## config.mk

```make
export PLATFORM = sky130hd
export DESIGN_NAME = oneshot_periodic_timer_table
export DESIGN_NICKNAME = d
export VERILOG_FILES = /design/src/hdl/opt_pkg.sv /design/src/hdl/opt_ctrl.sv /design/src/hdl/opt_dp.sv /design/src/hdl/oneshot_periodic_timer_table.sv
export VERILOG_INCLUDE_DIRS = /design/src /design/src/hdl
export SDC_FILE = /design/constraint.sdc
export NUM_CORES = 2
export LEC_CHECK = 0
export ABC_AREA = 1
export BUFFER_PORTS_ARGS = -buffer_cell sky130_fd_sc_hd__buf_2
export CAP_MARGIN = 10
export CORE_UTILIZATION = 26
export CTS_CLUSTER_SIZE = 8
export DETAILED_ROUTE_END_ITERATION = 7
export SYNTH_ARGS = -nofsm -noshare
export SYNTH_HDL_FRONTEND = slang
export SYNTH_SLANG_ARGS = --single-unit
```

## constraint.sdc

```tcl
create_clock -name i_clk -period 9.3 [get_ports i_clk]
set_input_delay 1.86 -clock i_clk [delete_from_list [all_inputs] [get_ports i_clk]]
set_output_delay 1.86 -clock i_clk [all_outputs]
set_load 0.01 [all_outputs]
```

## src/hdl/oneshot_periodic_timer_table_macros.svh

```systemverilog
// Assertion macros for the timer table.
`ifndef ONESHOT_PERIODIC_TIMER_TABLE_MACROS_SVH
`define ONESHOT_PERIODIC_TIMER_TABLE_MACROS_SVH
// Same-cycle implication, disabled while reset is low.
`define OPT_ASSERT_NOW(lbl, clk, rst_n, ante, cons) \
    lbl: assert property (@(posedge clk) disable iff (!(rst_n)) (ante) |-> (cons)) \
        else $error("timer table check failed");
// Next-cycle implication, disabled while reset is low.
`define OPT_ASSERT_NXT(lbl, clk, rst_n, ante, cons) \
    lbl: assert property (@(posedge clk) disable iff (!(rst_n)) (ante) |=> (cons)) \
        else $error("timer table check failed");
`endif

```

## src/hdl/opt_pkg.sv

```systemverilog
// Shared constants, types and helpers of the timer table.
`timescale 1ns / 1ps
package opt_pkg;
    localparam int SLOTS    = 16;
    localparam int IDX_W    = $clog2(SLOTS);
    localparam int TIME_W   = 32;
    localparam int TGT_W    = 16;
    localparam int HANDLE_W = 32;
    localparam int COUNT_W  = 5;
    localparam int IN_W     = 120;
    localparam int OUT_W    = 56;

    typedef enum logic [1:0] {
        CMD_TICK   = 2'd0,
        CMD_ADD    = 2'd1,
        CMD_REMOVE = 2'd2,
        CMD_NONE   = 2'd3
    } t_cmd;

    typedef enum logic [1:0] {
        KIND_ADD    = 2'd0,
        KIND_REMOVE = 2'd1,
        KIND_FIRED  = 2'd2,
        KIND_EMPTY  = 2'd3
    } t_kind;

    typedef enum logic [2:0] {
        ST_IDLE,
        ST_ADD,
        ST_RM_SCAN,
        ST_RM_DONE,
        ST_DUE_SCAN,
        ST_SRCH,
        ST_PICK
    } t_state;

    typedef struct packed {
        logic ready;
        logic load;
        logic add_do;
        logic rm_scan;
        logic rm_done;
        logic due_scan;
        logic srch_scan;
        logic pass_set;
        logic fire;
        logic final_emit;
    } t_dp_ctl;

    typedef struct packed {
        logic idx_last;
        logic out_free;
        logic found;
        logic have_pend;
        logic pass;
    } t_dp_sts;

    function automatic logic [TIME_W-1:0] sat_add(input logic [TIME_W-1:0] a,
                                                  input logic [TIME_W-1:0] b);
        logic [TIME_W:0] s;
        s = {1'b0, a} + {1'b0, b};
        return s[TIME_W] ? {TIME_W{1'b1}} : s[TIME_W-1:0];
    endfunction
endpackage

```

## src/hdl/opt_ctrl.sv

```systemverilog
// Controller state machine of the timer table.
`timescale 1ns / 1ps
module opt_ctrl import opt_pkg::*; (
    input  logic    i_clk,
    input  logic    i_rst_n,
    input  logic    i_in_valid,
    input  t_cmd    i_in_cmd,
    input  t_dp_sts i_sts,
    output t_dp_ctl o_ctl
);
    t_state r_state, n_state;

    always_ff @(posedge i_clk) begin
        if (!i_rst_n) begin
            r_state <= ST_IDLE;
        end else begin
            r_state <= n_state;
        end
    end

    always_comb begin
        n_state = r_state;
        o_ctl   = '0;
        unique case (r_state)
            ST_IDLE: begin
                o_ctl.ready = 1'b1;
                if (i_in_valid) begin
                    o_ctl.load = 1'b1;
                    unique case (i_in_cmd)
                        CMD_TICK:   n_state = ST_DUE_SCAN;
                        CMD_ADD:    n_state = ST_ADD;
                        CMD_REMOVE: n_state = ST_RM_SCAN;
                        default:    n_state = ST_IDLE;
                    endcase
                end
            end
            ST_ADD: begin
                if (i_sts.out_free) begin
                    o_ctl.add_do = 1'b1;
                    n_state      = ST_IDLE;
                end
            end
            ST_RM_SCAN: begin
                o_ctl.rm_scan = 1'b1;
                if (i_sts.idx_last) n_state = ST_RM_DONE;
            end
            ST_RM_DONE: begin
                if (i_sts.out_free) begin
                    o_ctl.rm_done = 1'b1;
                    n_state       = ST_IDLE;
                end
            end
            ST_DUE_SCAN: begin
                o_ctl.due_scan = 1'b1;
                if (i_sts.idx_last) n_state = ST_SRCH;
            end
            ST_SRCH: begin
                o_ctl.srch_scan = 1'b1;
                if (i_sts.idx_last) n_state = ST_PICK;
            end
            ST_PICK: begin
                if (i_sts.found) begin
                    if (!i_sts.have_pend || i_sts.out_free) begin
                        o_ctl.fire = 1'b1;
                        n_state    = ST_SRCH;
                    end
                end else if (!i_sts.pass) begin
                    o_ctl.pass_set = 1'b1;
                    n_state        = ST_SRCH;
                end else if (i_sts.out_free) begin
                    o_ctl.final_emit = 1'b1;
                    n_state          = ST_IDLE;
                end
            end
            default: n_state = ST_IDLE;
        endcase
    end
endmodule

```

## src/hdl/opt_dp.sv

```systemverilog
// Datapath of the timer table: slot storage, scan unit and result register.
`timescale 1ns / 1ps
module opt_dp import opt_pkg::*; (
    input  logic                i_clk,
    input  logic                i_rst_n,
    input  t_dp_ctl             i_ctl,
    input  logic [IN_W-1:0]     i_tdata,
    input  logic                i_out_ready,
    output t_dp_sts             o_sts,
    output logic                o_out_valid,
    output logic [OUT_W-1:0]    o_out_data,
    output t_kind               o_out_kind,
    output logic                o_out_last
);
    // slot storage
    logic [SLOTS-1:0]    r_valid;
    logic [SLOTS-1:0]    r_due_flag;
    logic                r_per  [SLOTS];
    logic [HANDLE_W-1:0] r_hdl  [SLOTS];
    logic [TGT_W-1:0]    r_tgt  [SLOTS];
    logic [TIME_W-1:0]   r_due  [SLOTS];
    logic [TIME_W-1:0]   r_int  [SLOTS];
    logic [HANDLE_W-1:0] r_hcnt;

    // latched item
    logic [TIME_W-1:0]   r_now;
    logic [TGT_W-1:0]    r_in_tgt;
    logic                r_in_per;
    logic [TIME_W-1:0]   r_in_dly;
    logic [HANDLE_W-1:0] r_in_rmh;

    // scan and selection
    logic [IDX_W-1:0]    r_idx;
    logic                r_found;
    logic [IDX_W-1:0]    r_b_idx;
    logic [HANDLE_W-1:0] r_b_hdl;
    logic [TGT_W-1:0]    r_b_tgt;
    logic [TIME_W-1:0]   r_b_int;
    logic                r_pass;
    logic                r_have_pend;
    logic [HANDLE_W-1:0] r_p_hdl;
    logic [TGT_W-1:0]    r_p_tgt;
    logic [COUNT_W-1:0]  r_cnt;

    // result register
    logic                r_ovalid;
    logic [HANDLE_W-1:0] r_o_hdl;
    logic [TGT_W-1:0]    r_o_tgt;
    logic                r_o_ok;
    logic [COUNT_W-1:0]  r_o_cnt;
    t_kind               r_o_kind;
    logic                r_o_last;

    logic                idx_last;
    logic                full;
    logic [IDX_W-1:0]    free_idx;
    logic                rm_hit;
    logic                srch_hit;
    logic                add_ok;
    logic                o_load;

    assign idx_last = (r_idx == IDX_W'(SLOTS - 1));
    assign full     = &r_valid;

    always_comb begin
        free_idx = '0;
        for (int k = SLOTS - 1; k >= 0; k--) begin
            if (!r_valid[k]) free_idx = IDX_W'(k);
        end
    end

    assign rm_hit   = r_valid[r_idx] && (r_hdl[r_idx] == r_in_rmh) && !r_found;
    assign srch_hit = r_due_flag[r_idx] && (r_per[r_idx] == r_pass) &&
                      (!r_found || (r_hdl[r_idx] < r_b_hdl));
    assign add_ok   = (r_in_tgt != '0) && !full;
    assign o_load   = i_ctl.add_do || i_ctl.rm_done || i_ctl.final_emit ||
                      (i_ctl.fire && r_have_pend);

    always_ff @(posedge i_clk) begin
        if (!i_rst_n) begin
            r_valid     <= '0;
            r_due_flag  <= '0;
            r_hcnt      <= HANDLE_W'(1);
            r_idx       <= '0;
            r_found     <= 1'b0;
            r_pass      <= 1'b0;
            r_have_pend <= 1'b0;
            r_cnt       <= '0;
            r_ovalid    <= 1'b0;
        end else begin
            if (i_ctl.load) begin
                r_idx       <= '0;
                r_found     <= 1'b0;
                r_pass      <= 1'b0;
                r_have_pend <= 1'b0;
                r_cnt       <= '0;
            end
            if (i_ctl.rm_scan || i_ctl.due_scan || i_ctl.srch_scan) begin
                r_idx <= idx_last ? '0 : r_idx + IDX_W'(1);
            end
            if (i_ctl.due_scan) begin
                r_due_flag[r_idx] <= r_valid[r_idx] && (r_now > r_due[r_idx]);
            end
            if ((i_ctl.rm_scan && rm_hit) || (i_ctl.srch_scan && srch_hit)) begin
                r_found <= 1'b1;
            end
            if (i_ctl.add_do && add_ok) begin
                r_valid[free_idx] <= 1'b1;
                r_hcnt <= (r_hcnt == '1) ? HANDLE_W'(1) : r_hcnt + HANDLE_W'(1);
            end
            if (i_ctl.rm_done && r_found) r_valid[r_b_idx] <= 1'b0;
            if (i_ctl.pass_set) r_pass <= 1'b1;
            if (i_ctl.fire) begin
                r_found             <= 1'b0;
                r_have_pend         <= 1'b1;
                r_cnt               <= r_cnt + COUNT_W'(1);
                r_due_flag[r_b_idx] <= 1'b0;
                if (!r_pass) r_valid[r_b_idx] <= 1'b0;
            end
            if (o_load) begin
                r_ovalid <= 1'b1;
            end else if (i_out_ready) begin
                r_ovalid <= 1'b0;
            end
        end
    end

    // payload registers
    always_ff @(posedge i_clk) begin
        if (i_ctl.load) begin
            r_now    <= i_tdata[31:0];
            r_in_tgt <= i_tdata[47:32];
            r_in_per <= i_tdata[48];
            r_in_dly <= i_tdata[80:49];
            r_in_rmh <= i_tdata[112:81];
        end
        if ((i_ctl.rm_scan && rm_hit) || (i_ctl.srch_scan && srch_hit)) begin
            r_b_idx <= r_idx;
            r_b_hdl <= r_hdl[r_idx];
            r_b_tgt <= r_tgt[r_idx];
            r_b_int <= r_int[r_idx];
        end
        if (i_ctl.add_do && add_ok) begin
            r_per[free_idx] <= r_in_per;
            r_hdl[free_idx] <= r_hcnt;
            r_tgt[free_idx] <= r_in_tgt;
            r_int[free_idx] <= r_in_dly;
            r_due[free_idx] <= sat_add(r_now, r_in_dly);
        end
        if (i_ctl.fire) begin
            r_p_hdl <= r_b_hdl;
            r_p_tgt <= r_b_tgt;
            if (r_pass) r_due[r_b_idx] <= sat_add(r_now, r_b_int);
        end
        if (i_ctl.add_do) begin
            r_o_kind <= KIND_ADD;
            r_o_hdl  <= add_ok ? r_hcnt : '0;
            r_o_tgt  <= '0;
            r_o_ok   <= add_ok;
            r_o_cnt  <= '0;
            r_o_last <= 1'b1;
        end else if (i_ctl.rm_done) begin
            r_o_kind <= KIND_REMOVE;
            r_o_hdl  <= '0;
            r_o_tgt  <= r_found ? r_b_tgt : '0;
            r_o_ok   <= r_found;
            r_o_cnt  <= '0;
            r_o_last <= 1'b1;
        end else if (i_ctl.fire && r_have_pend) begin
            // first fire only parks its timer; the result register may still hold
            // the previous item's beat
            r_o_kind <= KIND_FIRED;
            r_o_hdl  <= r_p_hdl;
            r_o_tgt  <= r_p_tgt;
            r_o_ok   <= 1'b0;
            r_o_cnt  <= '0;
            r_o_last <= 1'b0;
        end else if (i_ctl.final_emit) begin
            r_o_kind <= r_have_pend ? KIND_FIRED : KIND_EMPTY;
            r_o_hdl  <= r_have_pend ? r_p_hdl : '0;
            r_o_tgt  <= r_have_pend ? r_p_tgt : '0;
            r_o_ok   <= 1'b0;
            r_o_cnt  <= r_have_pend ? r_cnt : '0;
            r_o_last <= 1'b1;
        end
    end

    assign o_sts.idx_last  = idx_last;
    assign o_sts.out_free  = !r_ovalid || i_out_ready;
    assign o_sts.found     = r_found;
    assign o_sts.have_pend = r_have_pend;
    assign o_sts.pass      = r_pass;

    assign o_out_valid = r_ovalid;
    assign o_out_data  = {2'b00, r_o_cnt, r_o_ok, r_o_tgt, r_o_hdl};
    assign o_out_kind  = r_o_kind;
    assign o_out_last  = r_o_last;
endmodule

```

## src/hdl/oneshot_periodic_timer_table.sv

```systemverilog
// Top level of the one-shot and periodic timer table.
// Throughput: one item at a time; the next beat is taken once the last result is queued.
// The 16-slot scan unit reads one slot per cycle.
// Reset (i_rst_n low, synchronous): table empty, handle counter at 1, no result pending.
`timescale 1ns / 1ps
`include "oneshot_periodic_timer_table_macros.svh"
module oneshot_periodic_timer_table import opt_pkg::*; (
    input  logic             i_clk,
    input  logic             i_rst_n,
    input  logic             i_s_axis_tvalid,
    output logic             o_s_axis_tready,
    // tdata: now_ticks[31:0], target_id[47:32], periodic[48], delay_ticks[80:49],
    //        remove_handle[112:81], zero fill
    input  logic [IN_W-1:0]  i_s_axis_tdata,
    // tuser: cmd
    input  logic [1:0]       i_s_axis_tuser,
    output logic             o_m_axis_tvalid,
    input  logic             i_m_axis_tready,
    // tdata: out_handle[31:0], out_target[47:32], ok[48], fired_count[53:49], zero fill
    output logic [OUT_W-1:0] o_m_axis_tdata,
    // tuser: kind
    output logic [1:0]       o_m_axis_tuser,
    output logic             o_m_axis_tlast
);
    t_dp_ctl ctl;
    t_dp_sts sts;
    t_kind   out_kind;

    // Controller sequences the scans; the datapath holds the slots and the
    // result register, so a finished beat waits there while scanning goes on.
    // Tick: a scan flags due slots, then each pass (one-shots first) runs a 16-slot
    // search and a pick per fired timer, plus one to end it; output stalls hold the pick.
    opt_ctrl u_ctrl (
        .i_clk      (i_clk),
        .i_rst_n    (i_rst_n),
        .i_in_valid (i_s_axis_tvalid),
        .i_in_cmd   (t_cmd'(i_s_axis_tuser)),
        .i_sts      (sts),
        .o_ctl      (ctl)
    );

    opt_dp u_dp (
        .i_clk       (i_clk),
        .i_rst_n     (i_rst_n),
        .i_ctl       (ctl),
        .i_tdata     (i_s_axis_tdata),
        .i_out_ready (i_m_axis_tready),
        .o_sts       (sts),
        .o_out_valid (o_m_axis_tvalid),
        .o_out_data  (o_m_axis_tdata),
        .o_out_kind  (out_kind),
        .o_out_last  (o_m_axis_tlast)
    );

    assign o_s_axis_tready = ctl.ready;
    assign o_m_axis_tuser  = out_kind;

    // A taken beat other than CMD_NONE leaves the block busy in the following cycle.
    `OPT_ASSERT_NXT(a_busy_after_take, i_clk, i_rst_n,
        i_s_axis_tvalid && o_s_axis_tready && (i_s_axis_tuser != CMD_NONE),
        !o_s_axis_tready)
    // An empty tick result carries nothing but its kind and last flag.
    `OPT_ASSERT_NOW(a_empty_zero, i_clk, i_rst_n,
        o_m_axis_tvalid && (o_m_axis_tuser == KIND_EMPTY),
        (o_m_axis_tdata == '0) && o_m_axis_tlast)
    // An accepted add never hands out handle zero.
    `OPT_ASSERT_NOW(a_add_handle, i_clk, i_rst_n,
        o_m_axis_tvalid && (o_m_axis_tuser == KIND_ADD) && o_m_axis_tdata[48],
        o_m_axis_tdata[31:0] != '0)
    // Only the closing fired beat carries a count.
    `OPT_ASSERT_NOW(a_fired_count, i_clk, i_rst_n,
        o_m_axis_tvalid && (o_m_axis_tuser == KIND_FIRED) && !o_m_axis_tlast,
        o_m_axis_tdata[53:49] == '0)
endmodule

```

Word-level counts from Yosys, hierarchy flattened --
Memory sizes are Yosys's and may differ from the RTL's. A register that Yosys moved wholly into a read port is not among the register bits. Index checks and enable logic that the tools add are counted.
Word-level totals: register bits after elaboration 334, bits in writable memories 1808, input bits 126, output and inout bits 61, logic and storage cells 223, memories kept 5
Cells by class: $add $sub $neg 5, order comparisons 8, eq/ne operators 17, muxes and demuxes 111, bitwise logic cells 6, reduce and logical (&&, ||, !) cells 45
Memories:
- u_dp.r_due | depth 16, bits a word 32, rd ports 1, clocked after Yosys merged registers in 1, write ports 1, RTL line opt_dp.sv:21 | logic [TIME_W-1:0] r_due [SLOTS];
- u_dp.r_hdl | depth 16, bits a word 32, rd ports 1, clocked after Yosys merged registers in 1, write ports 1, RTL line opt_dp.sv:19 | logic [HANDLE_W-1:0] r_hdl [SLOTS];
- u_dp.r_int | depth 16, bits a word 32, rd ports 1, clocked after Yosys merged registers in 1, write ports 1, RTL line opt_dp.sv:22 | logic [TIME_W-1:0] r_int [SLOTS];
- u_dp.r_tgt | depth 16, bits a word 16, rd ports 1, clocked after Yosys merged registers in 1, write ports 1, RTL line opt_dp.sv:20 | logic [TGT_W-1:0] r_tgt [SLOTS];
- u_dp.r_per | depth 16, bits a word 1, rd ports 1, clocked after Yosys merged registers in 1, write ports 1, RTL line opt_dp.sv:18 | logic r_per [SLOTS];
Operator list (count):
- two-way mux 32 bit | 10
- two-way mux 16 bit | 14
- two-way mux 4 bit | 26
- adder 32 x 32 -> 33 bit | 2
- bitwise AND 16 bit | 3
- two-way mux 1 bit | 38
- adder 32 x 1 -> 32 bit, second input constant | 1
- equality test 32 bit | 1
- equality test 32 bit, second input constant | 1
- > comparator 32 bit | 1
- < comparator 32 bit | 1
- OR reduction 32 bit | 1
- two-way mux 3 bit | 9
- one-hot mux 3 bit (6 select lines) | 1
- bitwise mux 16 bit | 1
- inverter 16 bit | 1
- bitwise OR 16 bit | 1
- AND reduction 16 bit | 1
- nonzero test 16 bit | 1
- < comparator 4 x 5 -> 1 bit, second input constant | 3
- two-way mux 5 bit | 3
- logical AND 1 bit | 14
- demux 1 bit (select 4 bit) | 3
- >= comparator 4 x 1 -> 1 bit, second input constant | 3
- other kinds (26) | 52

Depth between registers and ports, before layout --
word-level depth 29, gate-level depth with buffers 26, gate-level depth less buffers 23

By module --
Synthesis repeated with hierarchy kept, for this count alone.
Second synthesis, totals: cell total of the unflattened synthesis 8752, area, all modules 96965.5 um^2
By module, submodules not included:
- opt_dp | times used 1, cells each 8677, area each 96596.4 um^2, seq. area each 64742.1 um^2
- opt_ctrl | times used 1, cells each 75, area each 369.1 um^2, seq. area each 60.1 um^2

Worst setup path before layout --
OpenSTA, ideal clock, no wires.
kind input to register, start input i_s_axis_tvalid, end register with a tool-made name, library setup time 0.141 ns, data arrival time 7.605 ns, data required time 9.159 ns, slack 1.554 ns, stages 5, path buffers 0, cells stage by stage inv_1 -> nor2_1 -> nor2_1 -> o21ai_0 -> a21oi_1
RTL lines:
- start, declared | RTL line oneshot_periodic_timer_table.sv:10 | input logic i_s_axis_tvalid,

==> out/metrics.cfg <==
[cts]
clock_path_buffers=4
numCtsBuffers=316
cts_max_level=5
post-cts-setup-buffer-count=0
cts.sinks=2194
clk_pin_slew_worst_paths_ns=0.05
ctsResizeCount=0
worst_skew_pair.late_latency_ns=0.86
cts_tree=done
cts_hold_buffers=0
root_buffer=clkbuf_16

[worst_setup_path]
worstSetupStartpointType=flip-flop
crit_chain=inv_8 -> buf_12 -> nor2_1 -> nor2_1 -> o21ai_1 -> o211ai_1 -> nand3_1 -> nand2_1 -> ha_1 -> a21oi_1 -> o21ai_0 -> nand3_1 -> nand2_1 -> nand2_1 -> a21oi_1 -> a2111oi_0 -> nand2_1 -> nand2_1 -> nand2_1 -> nand2_4 -> buf_4
slowest_stage=dfxtp_4
crit_fanout=146
cp.arrival_ns=6.99
cpMostUsedCell=nand2_1
cp-end-kind=flip-flop
cp.required_ns=9.76
r2r_slack_ns=2.77
crit_type=flip-flop to flip-flop
slowest_delay_ns=1.05

[cells_and_area]
drive_gt1_frac=0.0933
syn_to_final_growth_pct=16.3
layout.nets=7729

[timing]
worstMarginPinSlew_ns=1.22
setup_tns_ns=0
setup_viol=0
whs_ns=0.390
clock.fmax_mhz=153
rsz0062_at_grt=no
finalHoldViolations=0
finalCriticalPeriod_ns=6.53
relSlewSlack=0.189
setup_ws_ns=2.77
drv_slew=0
skew_ns=0.0928
finalCritPeriodShare=0.702

[power]
vdd_drop_max_uv=251
p_int_w=0.0200
p_per_area_nw_per_um2=277
comb_power_share=0.208
power_switching_w=0.00896
swShare=0.309
sequentialPowerShare=0.440
clkPwrFrac=0.352
leakagePower_nw=34.9

[routing]
post_drt_wl_per_cell_um=22.1
viasPerCell=4.96
drc=0
firstDrtPassIters=6
drt_wl_total_um=268000
drt_iter0_drc=6342
antenna_left=0
vias=60100

[synth]
yosys_most_used_dff=edfxtp_1
syn_area_um2=90000
async_reset_ff_frac=0
ys_types=63
ys_seq_elements=2194
synth_edf_count=2086
synth.avg_cell_area_um2=12.4
synthesis.instances=7276
yosysSeqAreaShare=0.720
yosys_warnings=0

[die]
die_x_um=590
ioPinCount=187
fp.coreArea_um2=344000
initial_core_util=0.262
die-area_um2=349000
die_h_um=590
fp-row-count=215

[flow_run]
maxCapViolations=0

[grt]
overflow=0
grt_max_degree=204
first_global_vias=58600
grt_pass1_wl_um=388000
grtUsageTotal=0.148
antenna_found_initial=31

[placement]
dp_slack_ns=3.05
gp_congestion=0.866
dp_hpwl_um=153000
io_buffers=177

[outcome]
status=finished clean

[worst_hold_path]
min_path_type=flip-flop to flip-flop

worst paths after layout:
check	from	to	cells past startpoint
max	flip-flop	u_dp.r_b_int[25]	21
min	u_dp.r_b_hdl[0]	u_dp.r_p_hdl[0]	0
max reg2reg	flip-flop	u_dp.r_b_int[25]	21
min reg2reg	u_dp.r_b_hdl[0]	u_dp.r_p_hdl[0]	0
cell families (layout without fill, tap and decap cells):
| logic type | count (synthesis) | in the layout | synth area share |
|---|---|---|---|
| compound gates | 1883 | 1883 | 0.121 |
| flops | 2194 | 2194 | 0.720 |
| other cells | 1 | 10 | 0.0000417 |
| fa+ha+maj | 135 | 135 | 0.0189 |
| buf+inv | 753 | 1041 | 0.0337 |
| xor+xnor | 45 | 45 | 0.00438 |
| simple gates | 2265 | 2265 | 0.102 |
cells in the mapped netlist, types with 21 or more instances:
| cell | number | area share |
|---|---|---|
| o21ai_1 | 46 | 0.0026 |
| ha_1 | 133 | 0.018 |
| o22ai_1 | 241 | 0.017 |
| nand4_1 | 76 | 0.0053 |
| edfxtp_1 | 2086 | 0.70 |
| o211ai_1 | 165 | 0.014 |
| o21ai_0 | 972 | 0.054 |
| buf_2 | 65 | 0.0036 |
| clkbuf_1 | 301 | 0.013 |
| nand3_1 | 226 | 0.013 |
| nand2_1 | 718 | 0.030 |
| a31oi_1 | 41 | 0.0028 |
| buf_1 | 21 | 0.00088 |
| xor2_1 | 22 | 0.0021 |
| nor3_1 | 40 | 0.0022 |
| dfxtp_1 | 108 | 0.024 |
| nor2_1 | 1168 | 0.049 |
| inv_1 | 331 | 0.014 |
| a21oi_1 | 214 | 0.012 |
| xnor2_1 | 23 | 0.0022 |
| o221ai_1 | 106 | 0.010 |
metal layers:
layer	wire, µm	up-vias	global-route usage
met5	92	-	0
met1	113000	30100	0.193
met2	126000	2414	0.245
li1	-	27000	-
met4	11000	14	0.0635
met3	18500	553	0.0227
metrics by stage:
step / instance area [µm²] / power [W] / std cells / util
final: 105000 / 0.0290 / 12100 / 0.305
after global placement: 96000 / 0.0187 / 11700 / 0.279
after CTS: 105000 / 0.0291 / 12100 / 0.304
after floorplan: 90000 / 0.0167 / 7277 / -
after global routing: 105000 / 0.0302 / 12100 / 0.305
after detailed placement: 96100 / 0.0189 / 11700 / 0.279
critical path: cells and delay by family, from the launching register on:
family	cells	cell delay [ns]
adder cells (fa/ha/maj)	1	0.33
buffers and inverters	3	1.57
AO/OA/AOI/OAI	6	1.09
AND/OR/NAND/NOR	11	1.67
flip-flops	1	1.05
flip-flops by register name (all words and copies together) (netlist names), 16 cells and up, named ones only:
signal,count
u_dp.r_b_hdl,32
u_dp.r_b_int,32
u_dp.r_b_tgt,16
u_dp.r_due,512
u_dp.r_due_flag,16
u_dp.r_hcnt,32
u_dp.r_hdl,512
u_dp.r_in_dly,32
u_dp.r_in_rmh,32
u_dp.r_in_tgt,16
u_dp.r_int,512
u_dp.r_now,32
u_dp.r_o_hdl,32
u_dp.r_o_tgt,16
u_dp.r_p_hdl,32
u_dp.r_p_tgt,16
u_dp.r_per,16
u_dp.r_tgt,256
u_dp.r_valid,16
placed cells by master (no fill, tap or decap), types with 177 or more instances in the layout:
cell type / n
clkbuf_16: 324
o22ai_1: 241
nand2_1: 716
edfxtp_1: 2086
nor2_1: 1130
buf_2: 177
o21ai_0: 972
a21oi_1: 214
inv_1: 327
nand3_1: 226
final cells by class:
class | count | area (µm²)
Antenna cell | 8 | 20.0
Clock buffer | 403 | 8420
Clock inverter | 12 | 143
Fill cell | 34100 | 239000
Inverter | 345 | 1320
Multi-Input combinational cell | 4330 | 22500
Sequential cell | 2194 | 64800
Tap cell | 4557 | 5700
Timing Repair Buffer | 281 | 1800
power groups by stage:
stage | sequential [W] | combinational (W) | clock [W]
6_report | 0.0127 | 0.00603 | 0.0102
3_3_place_gp | 0.0129 | 0.00579 | 0
2_1_floorplan | 0.0125 | 0.00417 | 0
3_5_place_dp | 0.0129 | 0.00598 | 0
4_1_cts | 0.0127 | 0.00601 | 0.0103
5_1_grt | 0.0128 | 0.00671 | 0.0107
No activity file was read; power rests on OpenSTA's default activity.
